[config.mk]
export PLATFORM = sky130hd
export DESIGN_NAME = polygon_area_vertex_mean_top
export DESIGN_NICKNAME = d
export VERILOG_FILES = /design/src/rtl/core/pavm_pkg.sv /design/src/rtl/core/pavm_cross.sv /design/src/rtl/core/pavm_div.sv /design/src/rtl/core/polygon_area_vertex_mean_top.sv
export VERILOG_INCLUDE_DIRS = /design/src /design/src/rtl/core
export SDC_FILE = /design/constraint.sdc
export NUM_CORES = 2
export LEC_CHECK = 0
export BUFFER_PORTS_ARGS = -buffer_cell sky130_fd_sc_hd__buf_2
export CAP_MARGIN = 20
export CORE_MARGIN = 5
export CORE_UTILIZATION = 40
export DETAILED_ROUTE_END_ITERATION = 10
export SLEW_MARGIN = 10
export SYNTH_ARGS = -nofsm -noshare
export SYNTH_HDL_FRONTEND = slang
export SYNTH_HIERARCHICAL = 1
export SYNTH_SLANG_ARGS = --single-unit
[constraint.sdc]
create_clock -name clk -period 7.1 [get_ports clk]
set_input_delay 1.42 -clock clk [delete_from_list [all_inputs] [get_ports clk]]
set_output_delay 1.42 -clock clk [all_outputs]
set_load 0.1 [all_outputs]
[src/rtl/core/polygon_area_vertex_mean_top_macros.svh]
// Assertion macros for the polygon area and vertex mean block.
// Used by polygon_area_vertex_mean_top; depends on nothing else.
// Each macro samples on the rising edge of clk and is off while rst_n is low.
`ifndef POLYGON_AREA_VERTEX_MEAN_TOP_MACROS_SVH
`define POLYGON_AREA_VERTEX_MEAN_TOP_MACROS_SVH

`ifndef SYNTHESIS

// The condition holds at every sampled edge.
`define PAVM_ASSERT_ALWAYS(lbl, cond, msg) \
  lbl: assert property (@(posedge clk) disable iff (!rst_n) (cond)) else $error(msg);

// The consequent holds at the same edge as the antecedent.
`define PAVM_ASSERT_IMPLY(lbl, ante, cons, msg) \
  lbl: assert property (@(posedge clk) disable iff (!rst_n) (ante) |-> (cons)) else $error(msg);

// The consequent holds at the edge after the antecedent.
`define PAVM_ASSERT_NEXT(lbl, ante, cons, msg) \
  lbl: assert property (@(posedge clk) disable iff (!rst_n) (ante) |=> (cons)) else $error(msg);

`else

`define PAVM_ASSERT_ALWAYS(lbl, cond, msg)
`define PAVM_ASSERT_IMPLY(lbl, ante, cons, msg)
`define PAVM_ASSERT_NEXT(lbl, ante, cons, msg)

`endif

`endif

[src/rtl/core/pavm_pkg.sv]
// Shared types and constants for the polygon area and vertex mean block.
// Used by every module in rtl/core; depends on nothing.
package pavm_pkg;

  // Fixed field widths.
  localparam int COORD_W     = 16;
  localparam int AREA_W      = 42;
  localparam int CENTRE_W    = 16;
  localparam int COUNT_OUT_W = 11;

  // Fewest vertices that enclose any area.
  localparam int MIN_AREA_COUNT = 3;

  // Sequencer states.
  typedef enum logic [3:0] {
    ST_IDLE,
    ST_EDGE_P1,
    ST_EDGE_P2,
    ST_EDGE_P3,
    ST_UPDATE,
    ST_CLOSE_P1,
    ST_CLOSE_P2,
    ST_CLOSE_P3,
    ST_DIV_X,
    ST_DIV_Y,
    ST_DONE
  } pavm_state_t;

  // Control of the cross product accumulator.
  typedef struct packed {
    logic acc_add;
    logic acc_sub;
    logic acc_clr;
  } cross_ctl_t;

  // Status of the shared divider.
  typedef struct packed {
    logic busy;
    logic done;
  } div_stat_t;

endpackage

[src/rtl/core/pavm_cross.sv]
// Shared multiplier and shoelace accumulator.
// Depends on pavm_pkg for the coordinate width and the control struct.
module pavm_cross #(
  parameter int CROSS_W = 51
) (
  input  logic                               clk,
  input  logic                               rst_n,
  input  logic signed [pavm_pkg::COORD_W-1:0] op_a,
  input  logic signed [pavm_pkg::COORD_W-1:0] op_b,
  input  pavm_pkg::cross_ctl_t               ctl,
  output logic signed [CROSS_W-1:0]          acc
);

  localparam int PROD_W = 2 * pavm_pkg::COORD_W;

  logic signed [PROD_W-1:0]  prod_r;
  logic signed [CROSS_W-1:0] prod_ext;
  logic signed [CROSS_W-1:0] acc_r;
  logic signed [CROSS_W-1:0] acc_nxt;

  // The product register always follows the operands, in the cycle after they appear.
  always_ff @(posedge clk) begin
    prod_r <= op_a * op_b;
  end

  // Clear the sum, or add or subtract the previous cycle's product.
  always_comb begin
    prod_ext = CROSS_W'(prod_r);
    acc_nxt  = acc_r;
    if (ctl.acc_clr) begin
      acc_nxt = '0;
    end else if (ctl.acc_add) begin
      acc_nxt = acc_r + prod_ext;
    end else if (ctl.acc_sub) begin
      acc_nxt = acc_r - prod_ext;
    end
  end

  always_ff @(posedge clk) begin
    if (!rst_n) begin
      acc_r <= '0;
    end else begin
      acc_r <= acc_nxt;
    end
  end

  assign acc = acc_r;

endmodule

[src/rtl/core/pavm_div.sv]
// Restoring divider, one quotient bit per cycle, truncating toward zero.
// Depends on pavm_pkg for the status struct.
module pavm_div #(
  parameter int SUM_W = 27,
  parameter int CNT_W = 11
) (
  input  logic                    clk,
  input  logic                    rst_n,
  input  logic                    start,
  input  logic signed [SUM_W-1:0] dividend,
  input  logic [CNT_W-1:0]        divisor,
  output pavm_pkg::div_stat_t     stat,
  output logic signed [SUM_W-1:0] quotient
);

  localparam int STEP_W = $clog2(SUM_W + 1);

  logic [SUM_W-1:0]  quo_r;
  logic [CNT_W-1:0]  rem_r;
  logic [CNT_W-1:0]  dvs_r;
  logic              neg_r;
  logic [STEP_W-1:0] steps_r;
  logic              busy_r;
  logic              done_r;
  logic [SUM_W-1:0]  mag;
  logic [CNT_W:0]    trial;
  logic [CNT_W:0]    diff;
  logic              fits;

  // Magnitude of the dividend; the sign is put back at the end.
  assign mag = dividend[SUM_W-1] ? SUM_W'(-dividend) : SUM_W'(dividend);

  // One restoring step: bring down the next bit and try the divisor.
  always_comb begin
    trial = {rem_r, quo_r[SUM_W-1]};
    diff  = trial - {1'b0, dvs_r};
    fits  = (trial >= {1'b0, dvs_r});
  end

  // Control registers.
  always_ff @(posedge clk) begin
    if (!rst_n) begin
      busy_r  <= 1'b0;
      done_r  <= 1'b0;
      steps_r <= '0;
    end else begin
      done_r <= 1'b0;
      if (start && !busy_r) begin
        busy_r  <= 1'b1;
        steps_r <= STEP_W'(SUM_W);
      end else if (busy_r) begin
        steps_r <= steps_r - 1'b1;
        if (steps_r == STEP_W'(1)) begin
          busy_r <= 1'b0;
          done_r <= 1'b1;
        end
      end
    end
  end

  // Data registers.
  always_ff @(posedge clk) begin
    if (start && !busy_r) begin
      quo_r <= mag;
      rem_r <= '0;
      dvs_r <= divisor;
      neg_r <= dividend[SUM_W-1];
    end else if (busy_r) begin
      quo_r <= {quo_r[SUM_W-2:0], fits};
      rem_r <= fits ? diff[CNT_W-1:0] : trial[CNT_W-1:0];
    end
  end

  assign stat.busy = busy_r;
  assign stat.done = done_r;
  assign quotient  = neg_r ? -$signed(quo_r) : $signed(quo_r);

endmodule

[src/rtl/core/polygon_area_vertex_mean_top.sv]
// Channel  | Direction | Handshake           | Payload
// in       | input     | in_valid / in_stall | in_vertex_x, in_vertex_y, in_last_vertex
// out      | output    | out_valid/out_stall | out_area_twice, out_centre_x, out_centre_y,
//          |           |                     | out_vertex_count, out_overflow
//
// Top level of the shoelace polygon area and vertex mean block.
// Depends on pavm_pkg, pavm_cross, pavm_div and the macros header.
// Each vertex runs the edge states (the first vertex or an ignored one skips them): one shared
// multiplier forms the two products of each cross term in turn.
// The last vertex then runs the closing edge, followed by two divisions on the shared divider,
// one for each mean, and the result is then loaded into the output register.
// Reset is synchronous, active low, and clears the sequencer and all sums.
// A waiting result sits in the output register while the next polygon is taken;
// only a second result waits for out_stall to drop.
`include "polygon_area_vertex_mean_top_macros.svh"

module polygon_area_vertex_mean_top #(
  parameter int MAX_VERTICES = 1024
) (
  input  logic                                 clk,
  input  logic                                 rst_n,
  input  logic                                 in_valid,
  output logic                                 in_stall,
  input  logic signed [pavm_pkg::COORD_W-1:0]  in_vertex_x,
  input  logic signed [pavm_pkg::COORD_W-1:0]  in_vertex_y,
  input  logic                                 in_last_vertex,
  output logic                                 out_valid,
  input  logic                                 out_stall,
  output logic [pavm_pkg::AREA_W-1:0]          out_area_twice,
  output logic signed [pavm_pkg::CENTRE_W-1:0] out_centre_x,
  output logic signed [pavm_pkg::CENTRE_W-1:0] out_centre_y,
  output logic [pavm_pkg::COUNT_OUT_W-1:0]     out_vertex_count,
  output logic                                 out_overflow
);

  localparam int COORD_W     = pavm_pkg::COORD_W;
  localparam int CNT_W       = $clog2(MAX_VERTICES + 1);
  localparam int SUM_W       = COORD_W + CNT_W;
  localparam int CROSS_RAW_W = 2 * COORD_W + CNT_W + 2;
  localparam int CROSS_W     = (CROSS_RAW_W > pavm_pkg::AREA_W) ? CROSS_RAW_W
                                                                 : pavm_pkg::AREA_W + 1;

  pavm_pkg::pavm_state_t state_r, state_nxt;

  logic signed [COORD_W-1:0]  vx_r, vy_r;
  logic                       last_r;
  logic signed [COORD_W-1:0]  first_x_r, first_y_r, prev_x_r, prev_y_r;
  logic signed [SUM_W-1:0]    sum_x_r, sum_y_r;
  logic [CNT_W-1:0]           count_r;
  logic                       too_many_r;
  logic signed [SUM_W-1:0]    cx_r, cy_r;

  logic                       accept;
  logic                       room;
  logic                       load_out;
  logic                       out_valid_r;
  logic                       in_div;
  logic signed [COORD_W-1:0]  op_a, op_b;
  pavm_pkg::cross_ctl_t       cross_ctl;
  logic signed [CROSS_W-1:0]  cross_sum;
  logic [CROSS_W-1:0]         cross_mag;
  logic                       div_start;
  logic signed [SUM_W-1:0]    div_dividend;
  pavm_pkg::div_stat_t        div_stat;
  logic signed [SUM_W-1:0]    div_quotient;
  logic [31:0]                count_wide;

  assign accept = in_valid && !in_stall;
  assign room   = (count_r < CNT_W'(MAX_VERTICES));

  // Sequencer state register.
  always_ff @(posedge clk) begin
    if (!rst_n) begin
      state_r <= pavm_pkg::ST_IDLE;
    end else begin
      state_r <= state_nxt;
    end
  end

  // Next state, multiplier operands and unit controls.
  always_comb begin
    state_nxt    = state_r;
    op_a         = prev_x_r;
    op_b         = vy_r;
    cross_ctl    = '0;
    div_start    = 1'b0;
    div_dividend = sum_x_r;
    load_out     = 1'b0;
    case (state_r)
      pavm_pkg::ST_IDLE: begin
        if (in_valid) begin
          if (room && (count_r != '0)) begin
            state_nxt = pavm_pkg::ST_EDGE_P1;
          end else begin
            state_nxt = pavm_pkg::ST_UPDATE;
          end
        end
      end
      pavm_pkg::ST_EDGE_P1: begin
        op_a      = prev_x_r;
        op_b      = vy_r;
        state_nxt = pavm_pkg::ST_EDGE_P2;
      end
      pavm_pkg::ST_EDGE_P2: begin
        op_a              = vx_r;
        op_b              = prev_y_r;
        cross_ctl.acc_add = 1'b1;
        state_nxt         = pavm_pkg::ST_EDGE_P3;
      end
      pavm_pkg::ST_EDGE_P3: begin
        cross_ctl.acc_sub = 1'b1;
        state_nxt         = pavm_pkg::ST_UPDATE;
      end
      pavm_pkg::ST_UPDATE: begin
        state_nxt = last_r ? pavm_pkg::ST_CLOSE_P1 : pavm_pkg::ST_IDLE;
      end
      pavm_pkg::ST_CLOSE_P1: begin
        op_a      = prev_x_r;
        op_b      = first_y_r;
        state_nxt = pavm_pkg::ST_CLOSE_P2;
      end
      pavm_pkg::ST_CLOSE_P2: begin
        op_a              = first_x_r;
        op_b              = prev_y_r;
        cross_ctl.acc_add = 1'b1;
        state_nxt         = pavm_pkg::ST_CLOSE_P3;
      end
      pavm_pkg::ST_CLOSE_P3: begin
        cross_ctl.acc_sub = 1'b1;
        div_start         = 1'b1;
        div_dividend      = sum_x_r;
        state_nxt         = pavm_pkg::ST_DIV_X;
      end
      pavm_pkg::ST_DIV_X: begin
        div_dividend = sum_y_r;
        if (div_stat.done) begin
          div_start = 1'b1;
          state_nxt = pavm_pkg::ST_DIV_Y;
        end
      end
      pavm_pkg::ST_DIV_Y: begin
        if (div_stat.done) begin
          state_nxt = pavm_pkg::ST_DONE;
        end
      end
      pavm_pkg::ST_DONE: begin
        if (!out_valid_r || !out_stall) begin
          load_out          = 1'b1;
          cross_ctl.acc_clr = 1'b1;
          state_nxt         = pavm_pkg::ST_IDLE;
        end
      end
      default: begin
        state_nxt = pavm_pkg::ST_IDLE;
      end
    endcase
  end

  assign in_stall = (state_r != pavm_pkg::ST_IDLE);
  assign in_div   = state_r inside {pavm_pkg::ST_DIV_X, pavm_pkg::ST_DIV_Y};

  // Latch the accepted item.
  always_ff @(posedge clk) begin
    if (accept) begin
      vx_r   <= in_vertex_x;
      vy_r   <= in_vertex_y;
      last_r <= in_last_vertex;
    end
  end

  // Vertex bookkeeping: first and previous vertex, sums and count.
  always_ff @(posedge clk) begin
    if (!rst_n) begin
      first_x_r  <= '0;
      first_y_r  <= '0;
      prev_x_r   <= '0;
      prev_y_r   <= '0;
      sum_x_r    <= '0;
      sum_y_r    <= '0;
      count_r    <= '0;
      too_many_r <= 1'b0;
    end else if (load_out) begin
      sum_x_r    <= '0;
      sum_y_r    <= '0;
      count_r    <= '0;
      too_many_r <= 1'b0;
    end else if (state_r == pavm_pkg::ST_UPDATE) begin
      if (room) begin
        if (count_r == '0) begin
          first_x_r <= vx_r;
          first_y_r <= vy_r;
        end
        prev_x_r <= vx_r;
        prev_y_r <= vy_r;
        sum_x_r  <= sum_x_r + SUM_W'(vx_r);
        sum_y_r  <= sum_y_r + SUM_W'(vy_r);
        count_r  <= count_r + 1'b1;
      end else begin
        too_many_r <= 1'b1;
      end
    end
  end

  // Capture each mean as the divider finishes it.
  always_ff @(posedge clk) begin
    if (div_stat.done && (state_r == pavm_pkg::ST_DIV_X)) begin
      cx_r <= div_quotient;
    end
    if (div_stat.done && (state_r == pavm_pkg::ST_DIV_Y)) begin
      cy_r <= div_quotient;
    end
  end

  pavm_cross #(
    .CROSS_W (CROSS_W)
  ) u_cross (
    .clk   (clk),
    .rst_n (rst_n),
    .op_a  (op_a),
    .op_b  (op_b),
    .ctl   (cross_ctl),
    .acc   (cross_sum)
  );

  pavm_div #(
    .SUM_W (SUM_W),
    .CNT_W (CNT_W)
  ) u_div (
    .clk      (clk),
    .rst_n    (rst_n),
    .start    (div_start),
    .dividend (div_dividend),
    .divisor  (count_r),
    .stat     (div_stat),
    .quotient (div_quotient)
  );

  // Absolute shoelace sum and widened count for the result fields.
  assign cross_mag  = cross_sum[CROSS_W-1] ? CROSS_W'(-cross_sum) : CROSS_W'(cross_sum);
  assign count_wide = 32'(count_r);

  // Output register; it holds its item until the receiver takes it.
  always_ff @(posedge clk) begin
    if (!rst_n) begin
      out_valid_r <= 1'b0;
    end else if (load_out) begin
      out_valid_r <= 1'b1;
    end else if (!out_stall) begin
      out_valid_r <= 1'b0;
    end
  end

  always_ff @(posedge clk) begin
    if (load_out) begin
      if (count_r < CNT_W'(pavm_pkg::MIN_AREA_COUNT)) begin
        out_area_twice <= '0;
      end else begin
        out_area_twice <= cross_mag[pavm_pkg::AREA_W-1:0];
      end
      out_centre_x     <= cx_r[pavm_pkg::CENTRE_W-1:0];
      out_centre_y     <= cy_r[pavm_pkg::CENTRE_W-1:0];
      out_vertex_count <= count_wide[pavm_pkg::COUNT_OUT_W-1:0];
      out_overflow     <= too_many_r;
    end
  end

  assign out_valid = out_valid_r;

  // Checks on the sequencer and the shared units.
  `PAVM_ASSERT_NEXT(a_stall_after_accept, accept, in_stall, "no stall after an item was taken")
  `PAVM_ASSERT_IMPLY(a_div_nonzero, div_start, count_r != '0, "divider started with zero count")
  `PAVM_ASSERT_IMPLY(a_done_in_div, div_stat.done, in_div, "divider done outside a division")
  `PAVM_ASSERT_IMPLY(a_too_many_full, too_many_r, !room, "overflow flagged below full count")

endmodule
---- Yosys cells after proc, flatten, opt, wreduce, memory -nomap -nowiden ----
Index checks and enable logic that the tools add are counted.
word-level totals
  logic and storage cells ................. 122
  input port bits ......................... 37
  output and inout bits ................... 88
  flip-flop bits (word level) ............. 420
cells by class
  bitwise operators ....................... 4
  add/sub/neg operators ................... 10
  magnitude comparators ................... 3
  multiply operators ...................... 1
  eq/ne operators ......................... 16
  reduce and logical (&&, ||, !) cells .... 26
  muxes and demuxes ....................... 32
operator list
  cell                                                         number
  two-way mux 27 bit                                           4
  two-way mux 45 bit                                           2
  case mux 16 bit (2 select lines)                             2
  adder 27 x 16 -> 27 bit                                      2
  adder 45 x 32 -> 45 bit                                      1
  subtractor 45 x 32 -> 45 bit                                 1
  case mux 4 bit (11 select lines)                             1
  two-way mux 42 bit                                           1
  negator 42 bit                                               1
  multiplier 16 x 16 -> 32 bit                                 1
  negator 27 bit                                               1
  equality test 4 x 3 -> 1 bit, second input constant          4
  two-way mux 16 bit                                           1
  two-way mux 4 bit                                            4
  negator 16 bit                                               1
  equality test 4 bit, second input constant                   3
  >= comparator 12 x 11 -> 1 bit                               1
  adder 11 x 1 -> 11 bit, second input constant                1
  logical NOT 11 bit                                           1
  less-than comparator 11 bit, second input constant           1
  less-than comparator 11 x 2 -> 1 bit, second input constant  1
  two-way mux 1 bit                                            11
  two-way mux 11 bit                                           1
  nonzero test 11 bit                                          1
  22 further kinds                                             44

---- Longest topological paths before layout ----
  word-level depth ........................ 6
  gate-level depth with buffers ........... 33
  depth with buffers taken out ............ 30

---- Modules after synthesis ----
Netlist, hierarchy kept.
by module, submodules not included
  module                        seq. area each (µm²)  area each (µm²)  times used  cells an instance
  pavm_cross                    1541.5                15149.5          1           1758
  polygon_area_vertex_mean_top  7236.9                14068.5          1           1439
  pavm_div                      1531.5                3846.2           1           416

---- Worst setup path after synthesis ----
Ideal clock, no wire load.
  path kind ............................... reg-to-reg
  start point ............................. reg state_r[3]
  end point ............................... reg u_cross.prod_r[31]
  setup slack ............................. -703 ps
  arrival time ............................ 7731 ps
  period minus slack after synthesis ...... 7803 ps
  data required time ...................... 7028 ps
  buffers on the path ..................... 4
  library setup time ...................... 72 ps
  cell stages (with the launch flop) ...... 31
  cell sequence ........................... dfxtp_1 clkbuf_1 nand2b_1 clkbuf_1 clkinv_1 nor2_1 clkbuf_1 nand2_1 nand2_1 clkbuf_1 nand2_1 fa_1 inv_1 fa_1 fa_1 fa_1 fa_1 inv_1 fa_1 inv_1 ha_1 a21o_1 a21o_1 a211oi_1 nand2b_1 o2bb2ai_1 a31oi_1 a41o_1 o21a_1 nor2_1 xnor2_1
between the ends
  cells in the longest elaborated chain, start to end .. 4
  elaborated cells between the ends (all ways) .. 7
  those cells by class .................... mul (1); eq/ne (3); mux (2); reduce/logical (1)
RTL lines
  what                                                                          line                                text
  start, declared                                                               polygon_area_vertex_mean_top.sv:43  pavm_pkg::pavm_state_t state_r, state_nxt;
  start signal, assigned                                                        polygon_area_vertex_mean_top.sv:74  state_r <= pavm_pkg::ST_IDLE;
  start signal, assigned                                                        polygon_area_vertex_mean_top.sv:76  state_r <= state_nxt;
  equality test 4 x 3 -> 1 bit or equality test 4 x 2 -> 1 bit (tied branches)  polygon_area_vertex_mean_top.sv:89  case (state_r)
  OR reduction 2 bit (no line)                                                  --
  case mux 16 bit (2 select lines) (*)                                          polygon_area_vertex_mean_top.sv:89
  via op_b[6]                                                                   polygon_area_vertex_mean_top.sv:58  logic signed [COORD_W-1:0] op_a, op_b;
  multiplier 16 x 16 -> 32 bit (*)                                              pavm_cross.sv:23                    prod_r <= op_a * op_b;
  end signal, assigned                                                          pavm_cross.sv:23
  end, declared                                                                 pavm_cross.sv:16                    logic signed [PROD_W-1:0] prod_r;
Mark *: on every way through the listed nets, which the timed path passes. The rest lies on a longest branch.
A chain may end at the register's enable or synchronous reset.

---- Worst setup path after layout ----
  start point ............................. reg state_r[0]
  end point ............................... reg u_cross.prod_r[31]
between the ends
  elaborated cells between the ends (all ways) .. 7
  those cells by class .................... mul (1); eq/ne (3); mux (2); reduce/logical (1)
RTL lines
  what                                                                          line
  equality test 4 x 3 -> 1 bit or equality test 4 x 2 -> 1 bit (tied branches)  polygon_area_vertex_mean_top.sv:89
  case mux 16 bit (2 select lines) (*)                                          polygon_area_vertex_mean_top.sv:89
  via op_a[6]                                                                   polygon_area_vertex_mean_top.sv:58
  multiplier 16 x 16 -> 32 bit (*)                                              pavm_cross.sv:23
Marked as above.

==> metrics.cfg <==
[status]
status=complete, no violations

[worst_setup_path]
crit_type=register to register
worstSetupEndpointType=register
required_ps=7650
startpoint_type=register
path_max_fanout=16
crit_arrival_ps=7390

[die]
fp.dieArea_sq_um=87900
fp.dieW_um=296.5
die_y_um=296.5
start_util_pct=40.17
io_pins=125
core_area_sq_um=81720
rows=105

[global_routing]
grt_pass1_wl_um=132200
grt_overflow=0
antenna_found_initial=0
grt_use_met1_pct=24.15
grt.busiest_layer=met2
track_usage_pct=18.52
met2_usage_pct=32.33
met3_usage_pct=2.464
grt_max_degree=71
grt_pass1_vias=24800

[timing]
worst_pin_slew_ps=1094
hold_viol=0
finalMaxSlewViolations=0
setup_ws_ps=258.6
setup_violations=0
post-route-period-util_pct=96.36
min_period_ps=6841
fin_skew_ps=54.75
timing.fmax_mhz=146.2
slew-limit-headroom_pct=26.88
fin_hold_ws_ps=414.7

[cells_and_area]
final_common_cell=nand2_1
drive_gt1_share_pct=12.72
nets=4227
final_cell_mix=nand2_1 (524), inv_1 (407), a21oi_1 (271), fa_1 (263), dfxtp_1 (228)
antenna_cells=0
area_growth_pct=13.64

[route]
drcViolationCount=0
via_count=24990
drt_wl_total_um=82300
drt_iter0_markers=1543
viasPerCell=5.167
routedWlPerCell_um=17.02
first_pass_iters=7
ant_nets=0

[clock_tree]
cts_root_buf=clkbuf_16
clockBufferDepth=3
cts.clk_slew.worst_paths_ps=70
cts.sinks=420
ctsHoldBuffers=0
htreeDepth=2
cts_tree=yes
cts_buffers=50
insertion_delay_ps=630

[synth]
synthesis.nets=4082
syn_avg_cell_area_sq_um=9.165
ys_warn_count=6
synthCells=3582
synth_area_sq_um=32830

[flow_run]
drv_cap=0

[place]
gp_congestion=0.8971
place_ws_ps=-113.3
dpl.hpwl_um=63050
io_buffers=124

[min_path]
min_path_type=register to register

[state kept, by name (all words and copies together), names as in the netlist, 27 cells and up]
register / count
sum_x_r: 27
u_cross/prod_r: 32
u_div/quo_r: 27
out_area_twice: 42
u_cross/acc: 45
sum_y_r: 27
[final cells by class]
class / instances / area [sq um]
sequential: 420 / 10310
clock buffer: 69 / 1415
clock inverter: 23 / 274.0
tap: 1070 / 1339
fill: 7881 / 44410
inverter: 412 / 1549
timing repair buffer: 245 / 1757
multi-input combinational: 2598 / 20660
[metrics by stage]
stage,setup TNS [ps],utilization [%],cells,area [sq um]
floorplan,-132.2,-,3582,32850
global placement,0,43.15,4729,35260
detailed placement,-281.2,43.15,4729,35260
CTS,0,45.25,4823,36980
global route,-64.63,45.66,4837,37310
finish,0,45.66,4837,37310
[worst max-delay path: stages (launching register included)]
cell      delay (ps)
dfxtp_4          370
buf_6            110
nand2b_1         120
nor2_1            80
buf_12           160
a221o_2          430
and2_4           190
fa_1             530
inv_1             50
fa_1             530
inv_1             50
fa_1             480
fa_1             540
fa_1             550
inv_1             50
fa_1             520
inv_1             40
ha_1             310
a21o_1           160
a21o_1           170
a21oi_1          140
o31a_1           220
o221a_4          230
a31oi_4           90
a41o_1           260
o21a_1           170
nor2_2            90
xnor2_1          120
[path summary, 6_finish.rpt]
check                                     to  slack (ps)  depth (start not counted)                    start
setup / recovery  u_cross/prod_r[31]$_DFF_P_         260                         27  state_r[0]$_SDFFE_PN0P_
hold / removal     out_centre_x[3]$_DFFE_PP_         410                          0        cx_r[3]$_DFFE_PP_
setup reg to reg  u_cross/prod_r[31]$_DFF_P_         260                         27  state_r[0]$_SDFFE_PN0P_
hold reg to reg    out_centre_x[3]$_DFFE_PP_         410                          0        cx_r[3]$_DFFE_PP_
[what timing repair did]
action,CTS,global route
gates cloned,0,0
pin swaps,1,28
gates resized for setup,3,59
endpoints found under the setup margin,5,12
buffers inserted,2,14
[metal layers]
layer	wire length [um]	vias up	part of all wire (%)
met3	3379	121	4.1
met4	2552	0	3.1
met1	36680	12020	45
met2	39690	477	48
met5	0	-	0
li1	-	12370	-
Power is left out: the tool's default activity adds up to more than one toggle a clock period on the data nets, which glitch-free logic cannot reach.
